--- config.mk ---
export PLATFORM = sky130hd
export DESIGN_NAME = totalistic_ca_row_step_unit_flat
export DESIGN_NICKNAME = d
export VERILOG_FILES = /design/src/sv/tcarow_pkg.sv /design/src/sv/tcarow_req_if.sv /design/src/sv/tcarow_rsp_if.sv /design/src/sv/tcarow_csr_if.sv /design/src/sv/totalistic_ca_row_step_unit.sv /design/src/sv/tcarow_ram.sv /design/src/sv/tcarow_ctrl.sv /design/src/sv/tcarow_dpath.sv /design/src/flat_wrapper.sv
export SDC_FILE = /design/constraint.sdc
export NUM_CORES = 2
export LEC_CHECK = 0
export BUFFER_PORTS_ARGS = -buffer_cell sky130_fd_sc_hd__buf_2
export CORE_MARGIN = 5
export CORE_UTILIZATION = 59
export CTS_BUF_LIST = sky130_fd_sc_hd__clkbuf_8
export DETAILED_ROUTE_END_ITERATION = 8
export PLACE_DENSITY = 0.88
export SLEW_MARGIN = 0
export SYNTH_ARGS = -nofsm -noshare
export SYNTH_HDL_FRONTEND = slang
export SYNTH_SLANG_ARGS = --single-unit
--- constraint.sdc ---
create_clock -name clock -period 15.9 [get_ports clock]
set_input_delay 1.59 -clock clock [delete_from_list [all_inputs] [get_ports clock]]
set_output_delay 1.59 -clock clock [all_outputs]
set_load 0.005 [all_outputs]
--- src/sv/tcarow_pkg.sv ---
// shared types, constants and functions of the totalistic row step unit
`default_nettype none

package tcarow_pkg;

   localparam int MAX_WIDTH_DEF = 256;
   localparam int CELL_BITS_DEF = 4;

   localparam int OP_W        = 2;
   localparam int INDEX_W     = 8;
   localparam int CELL_OUT_W  = 4;
   localparam int LEN_OUT_W   = 9;
   localparam int CSR_IDX_W   = 2;
   localparam int CSR_DATA_W  = 64;
   localparam int SUM_W       = 6;
   localparam int RULE_FLAT_W = 3 * CSR_DATA_W;

   localparam logic [CSR_DATA_W-1:0] RULE_LOW_RESET  = 64'd4600172576;
   localparam logic [CSR_DATA_W-1:0] RULE_MID_RESET  = 64'd0;
   localparam logic [CSR_DATA_W-1:0] RULE_HIGH_RESET = 64'd0;

   typedef enum logic [OP_W-1:0] {
      OP_RESTART = 2'd0,
      OP_STEP    = 2'd1,
      OP_READ    = 2'd2
   } op_type;

   typedef enum logic [CSR_IDX_W-1:0] {
      CSR_RULE_LOW  = 2'd0,
      CSR_RULE_MID  = 2'd1,
      CSR_RULE_HIGH = 2'd2
   } csr_idx_type;

   // commands from controller to datapath
   typedef struct packed {
      logic row_init;
      logic value_clear;
      logic step_clear;
      logic step_run;
      logic step_commit;
      logic read_issue;
      logic read_capture;
      logic rsp_load;
   } cmd_type;

   // status from datapath to controller
   typedef struct packed {
      logic step_done;
   } stat_type;

   // rule entry i sits at bit 4i of the concatenated rule words
   function automatic logic [3:0] rule_entry(input logic [RULE_FLAT_W-1:0] rules,
                                             input logic [SUM_W-1:0] sum);
      logic [7:0] bitpos;
      bitpos = {sum, 2'b00};
      return rules[bitpos +: 4];
   endfunction

endpackage

`default_nettype wire

--- src/sv/tcarow_req_if.sv ---
// request channel interface
`default_nettype none

interface tcarow_req_if;
   logic                              valid;
   logic                              ready;
   logic [tcarow_pkg::OP_W-1:0]       opcode;
   logic [tcarow_pkg::INDEX_W-1:0]    cell_index;

   modport source (output valid, opcode, cell_index, input ready);
   modport sink   (input valid, opcode, cell_index, output ready);
endinterface

`default_nettype wire

--- src/sv/tcarow_rsp_if.sv ---
// response channel interface
`default_nettype none

interface tcarow_rsp_if;
   logic                              valid;
   logic                              ready;
   logic [tcarow_pkg::CELL_OUT_W-1:0] cell_value;
   logic [tcarow_pkg::LEN_OUT_W-1:0]  row_length;
   logic                              at_limit;

   modport source (output valid, cell_value, row_length, at_limit, input ready);
   modport sink   (input valid, cell_value, row_length, at_limit, output ready);
endinterface

`default_nettype wire

--- src/sv/tcarow_csr_if.sv ---
// configuration write channel interface
`default_nettype none

interface tcarow_csr_if;
   logic                              valid;
   logic                              ready;
   logic [tcarow_pkg::CSR_IDX_W-1:0]  index;
   logic [tcarow_pkg::CSR_DATA_W-1:0] data;

   modport source (output valid, index, data, input ready);
   modport sink   (input valid, index, data, output ready);
endinterface

`default_nettype wire

--- src/sv/totalistic_ca_row_step_unit.sv ---
// a step streams the row through one memory read port, one cell per cycle
// one request in work at a time; the next is taken while a result waits
// reset: rule words take their defaults, then the init state writes the single
// starting cell before the first request is taken
`default_nettype none

module totalistic_ca_row_step_unit #(
   parameter int MAX_WIDTH = tcarow_pkg::MAX_WIDTH_DEF,
   parameter int CELL_BITS = tcarow_pkg::CELL_BITS_DEF
) (
   input wire logic     clock,
   input wire logic     reset,
   tcarow_req_if.sink   req_chan,
   tcarow_rsp_if.source rsp_chan,
   tcarow_csr_if.sink   csr_chan
);

   tcarow_pkg::cmd_type  cmd;
   tcarow_pkg::stat_type stat;
   logic                 req_ready, rsp_valid;

   tcarow_ctrl u_ctrl (
      .clock      (clock),
      .reset      (reset),
      .req_valid  (req_chan.valid),
      .req_opcode (req_chan.opcode),
      .req_ready  (req_ready),
      .rsp_valid  (rsp_valid),
      .rsp_ready  (rsp_chan.ready),
      .stat       (stat),
      .cmd        (cmd)
   );

   tcarow_dpath #(
      .MAX_WIDTH (MAX_WIDTH),
      .CELL_BITS (CELL_BITS)
   ) u_dpath (
      .clock          (clock),
      .reset          (reset),
      .cmd            (cmd),
      .stat           (stat),
      .req_cell_index (req_chan.cell_index),
      .csr_write      (csr_chan.valid),
      .csr_index      (csr_chan.index),
      .csr_data       (csr_chan.data),
      .rsp_cell_value (rsp_chan.cell_value),
      .rsp_row_length (rsp_chan.row_length),
      .rsp_at_limit   (rsp_chan.at_limit)
   );

   assign req_chan.ready = req_ready;
   assign rsp_chan.valid = rsp_valid;
   assign csr_chan.ready = 1'b1;

endmodule

`default_nettype wire

--- src/sv/tcarow_ram.sv ---
// generic simple dual port ram with registered read
`default_nettype none

module tcarow_ram #(
   parameter int WIDTH = 4,
   parameter int DEPTH = 256
) (
   input  wire logic                     clock,
   input  wire logic                     wr_en,
   input  wire logic [$clog2(DEPTH)-1:0] wr_addr,
   input  wire logic [WIDTH-1:0]         wr_data,
   input  wire logic                     rd_en,
   input  wire logic [$clog2(DEPTH)-1:0] rd_addr,
   output logic      [WIDTH-1:0]         rd_data
);

   logic [WIDTH-1:0] mem_ff [DEPTH];
   logic [WIDTH-1:0] rd_data_ff;

   always_ff @(posedge clock) begin
      if (wr_en) begin
         mem_ff[wr_addr] <= wr_data;
      end
      if (rd_en) begin
         rd_data_ff <= mem_ff[rd_addr];
      end
   end

   assign rd_data = rd_data_ff;

endmodule

`default_nettype wire

--- src/sv/tcarow_ctrl.sv ---
// controller state machine of the row step unit
`default_nettype none

module tcarow_ctrl (
   input  wire logic                        clock,
   input  wire logic                        reset,
   input  wire logic                        req_valid,
   input  wire logic [tcarow_pkg::OP_W-1:0] req_opcode,
   output logic                             req_ready,
   output logic                             rsp_valid,
   input  wire logic                        rsp_ready,
   input  wire tcarow_pkg::stat_type        stat,
   output tcarow_pkg::cmd_type              cmd
);

   typedef enum logic [4:0] {
      ST_INIT = 5'b00001,
      ST_IDLE = 5'b00010,
      ST_STEP = 5'b00100,
      ST_READ = 5'b01000,
      ST_DONE = 5'b10000
   } state_type;

   state_type state_ff, state_in;
   logic      rsp_valid_ff, rsp_valid_in;

   always_comb begin
      state_in = state_ff;
      cmd      = '0;
      case (state_ff)
         ST_INIT: begin
            cmd.row_init = 1'b1;
            state_in     = ST_IDLE;
         end
         ST_IDLE: begin
            if (req_valid) begin
               case (req_opcode)
                  tcarow_pkg::OP_RESTART: begin
                     cmd.row_init    = 1'b1;
                     cmd.value_clear = 1'b1;
                     state_in        = ST_DONE;
                  end
                  tcarow_pkg::OP_STEP: begin
                     cmd.step_clear  = 1'b1;
                     cmd.value_clear = 1'b1;
                     state_in        = ST_STEP;
                  end
                  tcarow_pkg::OP_READ: begin
                     cmd.read_issue = 1'b1;
                     state_in       = ST_READ;
                  end
                  default: begin
                     cmd.value_clear = 1'b1;
                     state_in        = ST_DONE;
                  end
               endcase
            end
         end
         ST_STEP: begin
            cmd.step_run = 1'b1;
            if (stat.step_done) begin
               cmd.step_commit = 1'b1;
               state_in        = ST_DONE;
            end
         end
         ST_READ: begin
            cmd.read_capture = 1'b1;
            state_in         = ST_DONE;
         end
         ST_DONE: begin
            // wait until the output register is free
            if (!rsp_valid_ff || rsp_ready) begin
               cmd.rsp_load = 1'b1;
               state_in     = ST_IDLE;
            end
         end
         default: begin
            state_in = ST_INIT;
         end
      endcase
   end

   assign rsp_valid_in = cmd.rsp_load | (rsp_valid_ff & ~rsp_ready);

   always_ff @(posedge clock) begin
      if (reset) begin
         state_ff     <= ST_INIT;
         rsp_valid_ff <= 1'b0;
      end else begin
         state_ff     <= state_in;
         rsp_valid_ff <= rsp_valid_in;
      end
   end

   assign req_ready = (state_ff == ST_IDLE);
   assign rsp_valid = rsp_valid_ff;

endmodule

`default_nettype wire

--- src/sv/tcarow_dpath.sv ---
// datapath: row memory, sliding neighbor window, rule lookup, registers
`default_nettype none

module tcarow_dpath #(
   parameter int MAX_WIDTH = tcarow_pkg::MAX_WIDTH_DEF,
   parameter int CELL_BITS = tcarow_pkg::CELL_BITS_DEF
) (
   input  wire logic                              clock,
   input  wire logic                              reset,
   input  wire tcarow_pkg::cmd_type               cmd,
   output tcarow_pkg::stat_type                   stat,
   input  wire logic [tcarow_pkg::INDEX_W-1:0]    req_cell_index,
   input  wire logic                              csr_write,
   input  wire logic [tcarow_pkg::CSR_IDX_W-1:0]  csr_index,
   input  wire logic [tcarow_pkg::CSR_DATA_W-1:0] csr_data,
   output logic [tcarow_pkg::CELL_OUT_W-1:0]      rsp_cell_value,
   output logic [tcarow_pkg::LEN_OUT_W-1:0]       rsp_row_length,
   output logic                                   rsp_at_limit
);

   localparam int AW = $clog2(MAX_WIDTH);
   localparam int LW = $clog2(MAX_WIDTH + 1);
   localparam int CW = $clog2(MAX_WIDTH + 2);
   localparam int IW = (LW > tcarow_pkg::INDEX_W) ? LW : tcarow_pkg::INDEX_W;
   localparam int SW = tcarow_pkg::SUM_W;

   logic [tcarow_pkg::CSR_DATA_W-1:0] rule_low_ff, rule_mid_ff, rule_high_ff;
   logic [LW-1:0]        len_ff;
   logic [CW-1:0]        cnt_ff;
   logic                 dvalid_ff;
   logic [CELL_BITS-1:0] win_a_ff, win_b_ff;
   logic [CELL_BITS-1:0] value_ff;
   logic [tcarow_pkg::CELL_OUT_W-1:0] cell_out_ff;
   logic [tcarow_pkg::LEN_OUT_W-1:0]  len_out_ff;
   logic                              limit_out_ff;

   logic [LW-1:0]        next_len;
   logic                 at_limit;
   logic                 rd_en, wr_en;
   logic [AW-1:0]        rd_addr, wr_addr;
   logic [CELL_BITS-1:0] wr_data, rd_data, cell_in, left_cell;
   logic [SW-1:0]        nbr_sum;
   logic [3:0]           entry;
   logic                 idx_in_row, cnt_in_row;
   logic [CW-1:0]        wr_pos;

   assign at_limit   = (len_ff == LW'(MAX_WIDTH));
   assign next_len   = at_limit ? len_ff : len_ff + LW'(1);
   assign stat.step_done = (cnt_ff == CW'(next_len) + CW'(1));

   assign idx_in_row = (IW'(req_cell_index) < IW'(len_ff));
   assign cnt_in_row = (cnt_ff < CW'(len_ff));

   assign rd_en   = (cmd.read_issue & idx_in_row) | (cmd.step_run & cnt_in_row);
   assign rd_addr = cmd.read_issue ? AW'(req_cell_index) : cnt_ff[AW-1:0];

   // cells past the end of the row read as zero
   assign cell_in = dvalid_ff ? rd_data : '0;

   // mirror at the left edge when producing new cell 0
   assign left_cell = (cnt_ff == CW'(2)) ? cell_in : win_a_ff;
   assign nbr_sum   = SW'(left_cell) + SW'(win_b_ff) + SW'(cell_in);
   assign entry     = tcarow_pkg::rule_entry({rule_high_ff, rule_mid_ff, rule_low_ff},
                                             nbr_sum);

   assign wr_pos  = cnt_ff - CW'(2);
   assign wr_en   = cmd.row_init | (cmd.step_run & (cnt_ff >= CW'(2)));
   assign wr_addr = cmd.row_init ? '0 : wr_pos[AW-1:0];
   assign wr_data = cmd.row_init ? CELL_BITS'(1) : entry[CELL_BITS-1:0];

   tcarow_ram #(
      .WIDTH (CELL_BITS),
      .DEPTH (MAX_WIDTH)
   ) u_row_ram (
      .clock   (clock),
      .wr_en   (wr_en),
      .wr_addr (wr_addr),
      .wr_data (wr_data),
      .rd_en   (rd_en),
      .rd_addr (rd_addr),
      .rd_data (rd_data)
   );

   always_ff @(posedge clock) begin
      if (reset) begin
         rule_low_ff  <= tcarow_pkg::RULE_LOW_RESET;
         rule_mid_ff  <= tcarow_pkg::RULE_MID_RESET;
         rule_high_ff <= tcarow_pkg::RULE_HIGH_RESET;
         len_ff       <= LW'(1);
         cnt_ff       <= '0;
         dvalid_ff    <= 1'b0;
      end else begin
         if (csr_write) begin
            case (csr_index)
               tcarow_pkg::CSR_RULE_LOW:  rule_low_ff  <= csr_data;
               tcarow_pkg::CSR_RULE_MID:  rule_mid_ff  <= csr_data;
               tcarow_pkg::CSR_RULE_HIGH: rule_high_ff <= csr_data;
               default: ;
            endcase
         end
         if (cmd.row_init) begin
            len_ff <= LW'(1);
         end else if (cmd.step_commit) begin
            len_ff <= next_len;
         end
         if (cmd.step_clear) begin
            cnt_ff <= '0;
         end else if (cmd.step_run) begin
            cnt_ff <= cnt_ff + CW'(1);
         end
         dvalid_ff <= rd_en;
      end
   end

   always_ff @(posedge clock) begin
      if (cmd.step_run && cnt_ff != '0) begin
         win_a_ff <= win_b_ff;
         win_b_ff <= cell_in;
      end
      if (cmd.value_clear) begin
         value_ff <= '0;
      end else if (cmd.read_capture) begin
         value_ff <= cell_in;
      end
      if (cmd.rsp_load) begin
         cell_out_ff  <= tcarow_pkg::CELL_OUT_W'(value_ff);
         len_out_ff   <= tcarow_pkg::LEN_OUT_W'(len_ff);
         limit_out_ff <= at_limit;
      end
   end

   assign rsp_cell_value = cell_out_ff;
   assign rsp_row_length = len_out_ff;
   assign rsp_at_limit   = limit_out_ff;

endmodule

`default_nettype wire

--- src/flat_wrapper.sv ---
// flat-port wrapper written by rule: the top's interface ports become plain ports
module totalistic_ca_row_step_unit_flat 
#(
   parameter int MAX_WIDTH = tcarow_pkg::MAX_WIDTH_DEF,
   parameter int CELL_BITS = tcarow_pkg::CELL_BITS_DEF
)
  (clock, reset, req_chan_valid, req_chan_opcode, req_chan_cell_index, req_chan_ready, rsp_chan_valid, rsp_chan_cell_value, rsp_chan_row_length, rsp_chan_at_limit, rsp_chan_ready, csr_chan_valid, csr_chan_index, csr_chan_data, csr_chan_ready);
  tcarow_req_if req_chan_i ();
  tcarow_rsp_if rsp_chan_i ();
  tcarow_csr_if csr_chan_i ();
  input wire logic clock;
  input wire logic reset;
  input wire logic [$bits(req_chan_i.valid)-1:0] req_chan_valid;
  input wire logic [$bits(req_chan_i.opcode)-1:0] req_chan_opcode;
  input wire logic [$bits(req_chan_i.cell_index)-1:0] req_chan_cell_index;
  output wire logic [$bits(req_chan_i.ready)-1:0] req_chan_ready;
  output wire logic [$bits(rsp_chan_i.valid)-1:0] rsp_chan_valid;
  output wire logic [$bits(rsp_chan_i.cell_value)-1:0] rsp_chan_cell_value;
  output wire logic [$bits(rsp_chan_i.row_length)-1:0] rsp_chan_row_length;
  output wire logic [$bits(rsp_chan_i.at_limit)-1:0] rsp_chan_at_limit;
  input wire logic [$bits(rsp_chan_i.ready)-1:0] rsp_chan_ready;
  input wire logic [$bits(csr_chan_i.valid)-1:0] csr_chan_valid;
  input wire logic [$bits(csr_chan_i.index)-1:0] csr_chan_index;
  input wire logic [$bits(csr_chan_i.data)-1:0] csr_chan_data;
  output wire logic [$bits(csr_chan_i.ready)-1:0] csr_chan_ready;
  assign req_chan_i.valid = req_chan_valid;
  assign req_chan_i.opcode = req_chan_opcode;
  assign req_chan_i.cell_index = req_chan_cell_index;
  assign req_chan_ready = req_chan_i.ready;
  assign rsp_chan_valid = rsp_chan_i.valid;
  assign rsp_chan_cell_value = rsp_chan_i.cell_value;
  assign rsp_chan_row_length = rsp_chan_i.row_length;
  assign rsp_chan_at_limit = rsp_chan_i.at_limit;
  assign rsp_chan_i.ready = rsp_chan_ready;
  assign csr_chan_i.valid = csr_chan_valid;
  assign csr_chan_i.index = csr_chan_index;
  assign csr_chan_i.data = csr_chan_data;
  assign csr_chan_ready = csr_chan_i.ready;
  totalistic_ca_row_step_unit #(.MAX_WIDTH(MAX_WIDTH), .CELL_BITS(CELL_BITS)) u_core (.clock(clock), .reset(reset), .req_chan(req_chan_i), .rsp_chan(rsp_chan_i), .csr_chan(csr_chan_i));
endmodule
==> flow_metrics.py <==
metrics = {
    "outcome": {
        "outcome": "finished clean",
    },
    "sta": {
        "setup_repair_after_global_routing_missed_its_margin": "no",
        "fin_crit_sh_pct": 44.8,
        "fin_tns_setup_ns": 0,
        "final_period_minus_worst_setup_slack_ns": 7.13,
        "worstMarginPinSlew_ns": 1.37,
        "timing.slew.headroom_pct": 8.32,
        "max_clock_freq_ghz": 0.140,
        "final.setup_skew_ns": 0.0697,
        "setup_viols_final": 0,
        "hold_viol": 0,
        "slew_violations": 0,
        "worst_setup_margin_ns": 8.77,
    },
    "detailed_routing": {
        "routed_wire_per_std_cell_um": 25.8,
        "num_vias": 39700,
        "avgViaCountPerCell": 6.86,
        "wire_length_after_detailed_routing_mm": 150,
        "drtPass1Iterations": 9,
        "detail_route.iter0.violations": 6916,
        "antenna_violating_nets_post_route": 0,
        "drc_errors": 0,
    },
    "yosys": {
        "mappedNetlistNets": 4570,
        "netlist_area_um2": 54100,
        "ys_types": 94,
        "synth_cells": 4454,
        "synth.top_cells.by_area": "edfxtp_1 58%, dfxtp_1 8.2%, a21oi_1 4.7%",
        "yosys_register_bits": 1271,
        "synth_enable_flop_cells": 1050,
        "netlist.area_leader.share_pct": 58.3,
        "synth_ff_type": "edfxtp_1",
        "postSynth.asyncResetShare_pct": 0,
        "post-synth-top-area-cell": "edfxtp_1",
        "ys.warnings.count": 0,
        "synth_sequential_area_ratio_pct": 66.5,
        "synthesis.area_per_instance_um2": 12.1,
    },
    "clock_network": {
        "post_cts_hold_buffer_count": 0,
        "clock_sinks": 1271,
        "cts_post_setup_buffers_inserted": 0,
        "cts_buffer_depth": 3,
        "worstSkewPairLatency_ns": 0.90,
        "clock_tree.htree_level_count": 4,
        "clk_pin_slew_ns": 0.07,
        "numCtsBuffers": 190,
        "cts_root_buf": "clkbuf_8",
        "number_of_gates_given_a_new_drive_strength_after_cts": 0,
        "cts_tree": "built",
    },
    "final_layout": {
        "mostFrequentLayoutCell": "edfxtp_1",
        "final_cell_mix": "1050 x edfxtp_1, 625 x nand2_1, 510 x a21oi_1",
        "layout.nets": 4554,
        "multi_input_area_um2": 16600,
        "syn2layout_area_growth_pct": 8.99,
        "share_of_final_layout_standard_cells_stronger_than_drive_strength_1_pct": 11.5,
        "layout.filler_cells": 5977,
        "regArea_um2": 36000,
    },
    "global_routing": {
        "gr-max-usage-layer": "met2",
        "grt-ovfl-total": 0,
        "grt_max_degree": 222,
        "grt_first_pass_wirelength_mm": 226,
        "global_route.usage.met3_pct": 9.88,
        "initial_antenna_violation_count": 16,
        "global_routing_met1_resource_utilization_pct": 37.4,
        "track_usage_pct": 29.5,
        "grt_use_met2_pct": 44.7,
        "first_global_vias": 38800,
    },
    "placement": {
        "gpl.final_weighted_congestion": 0.911,
        "port_buffers": 96,
        "pre_cts_slack_ns": 9.04,
        "hpwlAfterDp_mm": 86.6,
    },
    "worst_setup_path": {
        "critical_path.startpoint_type": "register",
        "worstPathBufferInverterCount": 3,
        "path_cells": "or3_1, nor4_1, nand3_1, mux2_2, fa_1, ha_4, inv_1, fa_1, mux4_2, mux2i_1, a211oi_4, buf_4, buf_4",
        "critPathCaptureType": "register",
        "worstPathMaxFanout": 106,
        "timing.setup.critical_path_class": "register to register",
        "worstPathArrival_ns": 7.62,
        "cpLargestDelayFamily": "buffers and inverters",
        "worstPathRequired_ns": 16.39,
        "timing.critical_path.slowest_cell_delay_ns": 1.17,
        "slowest_stage": "fa_1",
    },
    "worst_hold_path": {
        "min_path_type": "register to register",
    },
    "power": {
        "power_density_nw_per_um2": 112,
        "power.leakage_nw": 20.1,
        "vdd.ir_drop.worst_mv": 0.0664,
    },
    "floorplanning": {
        "fp.dieArea_um2": 97800,
        "core_region_area_um2": 91400,
        "placementRows": 111,
        "die_x_um": 313,
        "effective_utilization_at_floorplan_pct": 59.2,
        "number_of_primary_i_o_pins": 98,
        "die-height_um": 313,
    },
    "flow_run": {
        "cap_violations": 0,
    },
}
## registers in the layout, summed over array words and instances, names as in the netlist, 4 cells and up
| name | count |
|---|---|
| u_core.u_ctrl.state_ff | 5 |
| u_core.u_dpath.cnt_ff | 9 |
| u_core.u_dpath.len_ff | 9 |
| u_core.u_dpath.rsp_cell_value | 4 |
| u_core.u_dpath.rsp_row_length | 9 |
| u_core.u_dpath.rule_high_ff | 64 |
| u_core.u_dpath.rule_low_ff | 64 |
| u_core.u_dpath.rule_mid_ff | 64 |
| u_core.u_dpath.u_row_ram.mem_ff | 1024 |
| u_core.u_dpath.u_row_ram.rd_data | 4 |
| u_core.u_dpath.value_ff | 4 |
| u_core.u_dpath.win_a_ff | 4 |
| u_core.u_dpath.win_b_ff | 4 |
## cell families (layout without fill, tap and decap cells)
kind of cell | Yosys count | in the layout | synth area share [%]
and+or+nand+nor | 1429 | 1429 | 11.8
DFF | 1271 | 1271 | 66.5
AOI/OAI and AO/OA | 1119 | 1119 | 12.6
buffers and inverters | 398 | 540 | 3.09
muxes | 169 | 169 | 4.56
adders and majority gates | 35 | 35 | 0.879
xor gates and xnor gates | 32 | 32 | 0.583
other | 1 | 15 | 0.00693
## worst register-to-register path, cell delays in order (launching register included)
cell	delay, ns
dfxtp_1	0.47
or3_1	0.46
nor4_1	0.40
nand3_1	0.33
mux2_2	0.36
fa_1	0.53
ha_4	0.14
inv_1	0.05
fa_1	1.17
mux4_2	0.44
mux2i_1	0.13
a211oi_4	0.31
buf_4	0.76
buf_4	1.08
## synthesized netlist by cell type, types with 13 or more instances
master and count:
o21ai_0 278, ha_1 30, buf_2 60, mux2_2 18
nand3b_1 14, nor3_1 24, mux2i_1 91, nand2b_1 13
a21oi_1 512, buf_1 17, a31oi_1 20, and3_1 80
mux4_2 60, clkbuf_1 263, o41ai_1 63, a32o_1 26
dfxtp_1 221, nor4_1 26, xnor2_1 25, nand3_1 291
a221oi_1 20, inv_1 34, o2111ai_1 16, a221o_1 17
a211oi_1 74, buf_4 17, nand2_1 626, edfxtp_1 1050
nor2_1 295
## final timing paths
| check | start | to | slack, ns | cells after the start |
|---|---|---|---|---|
| setup / recovery | u_core.u_dpath.cnt_ff[3]$_SDFFE_PP0P_ | u_core.u_dpath.u_row_ram.mem_ff[174][1]$_DFFE_PP_ | 8.77 | 13 |
| hold / removal | u_core.u_dpath.win_b_ff[0]$_DFFE_PP_ | u_core.u_dpath.win_a_ff[0]$_DFFE_PP_ | 0.43 | 0 |
| setup reg to reg | u_core.u_dpath.cnt_ff[3]$_SDFFE_PP0P_ | u_core.u_dpath.u_row_ram.mem_ff[174][1]$_DFFE_PP_ | 8.77 | 13 |
| hold reg to reg | u_core.u_dpath.win_b_ff[0]$_DFFE_PP_ | u_core.u_dpath.win_a_ff[0]$_DFFE_PP_ | 0.43 | 0 |
## per-layer routing
| metal | vias to the layer above | wire [um] |
|---|---|---|
| li1 | 16700 | - |
| met4 | 4 | 9870 |
| met5 | - | 27 |
| met2 | 3481 | 67800 |
| met3 | 672 | 21700 |
| met1 | 18900 | 50200 |
## cell type report
cell class	count	share of cell area, %
clock buffers	200	4.67
well taps	1186	2.52
inverters	36	0.231
flip-flops and latches	1271	61.0
repair buffers	154	1.67
multi-input cells	2785	28.2
clock inverters	150	1.62
diodes	14	0.0594
## where the power goes
part | internal, mW | switching (mW)
Combinational | 0.0633 | 0.247
Clock | 1.30 | 1.31
Sequential | 3.69 | 0.0198
## metrics by stage
step	power (mW)	cells	area [um2]	util (%)	hold slack, ns
final	6.63	5796	58900	64.5	0.425
after global routing	6.80	5792	58900	64.5	0.448
after global placement	4.06	5432	55200	60.4	0.430
after floorplan	3.96	4454	54100	-	0.408
after CTS	6.61	5782	58900	64.5	0.425
after detailed placement	4.07	5432	55200	60.4	0.443
Note: power is estimated with default switching activity, not from simulation.
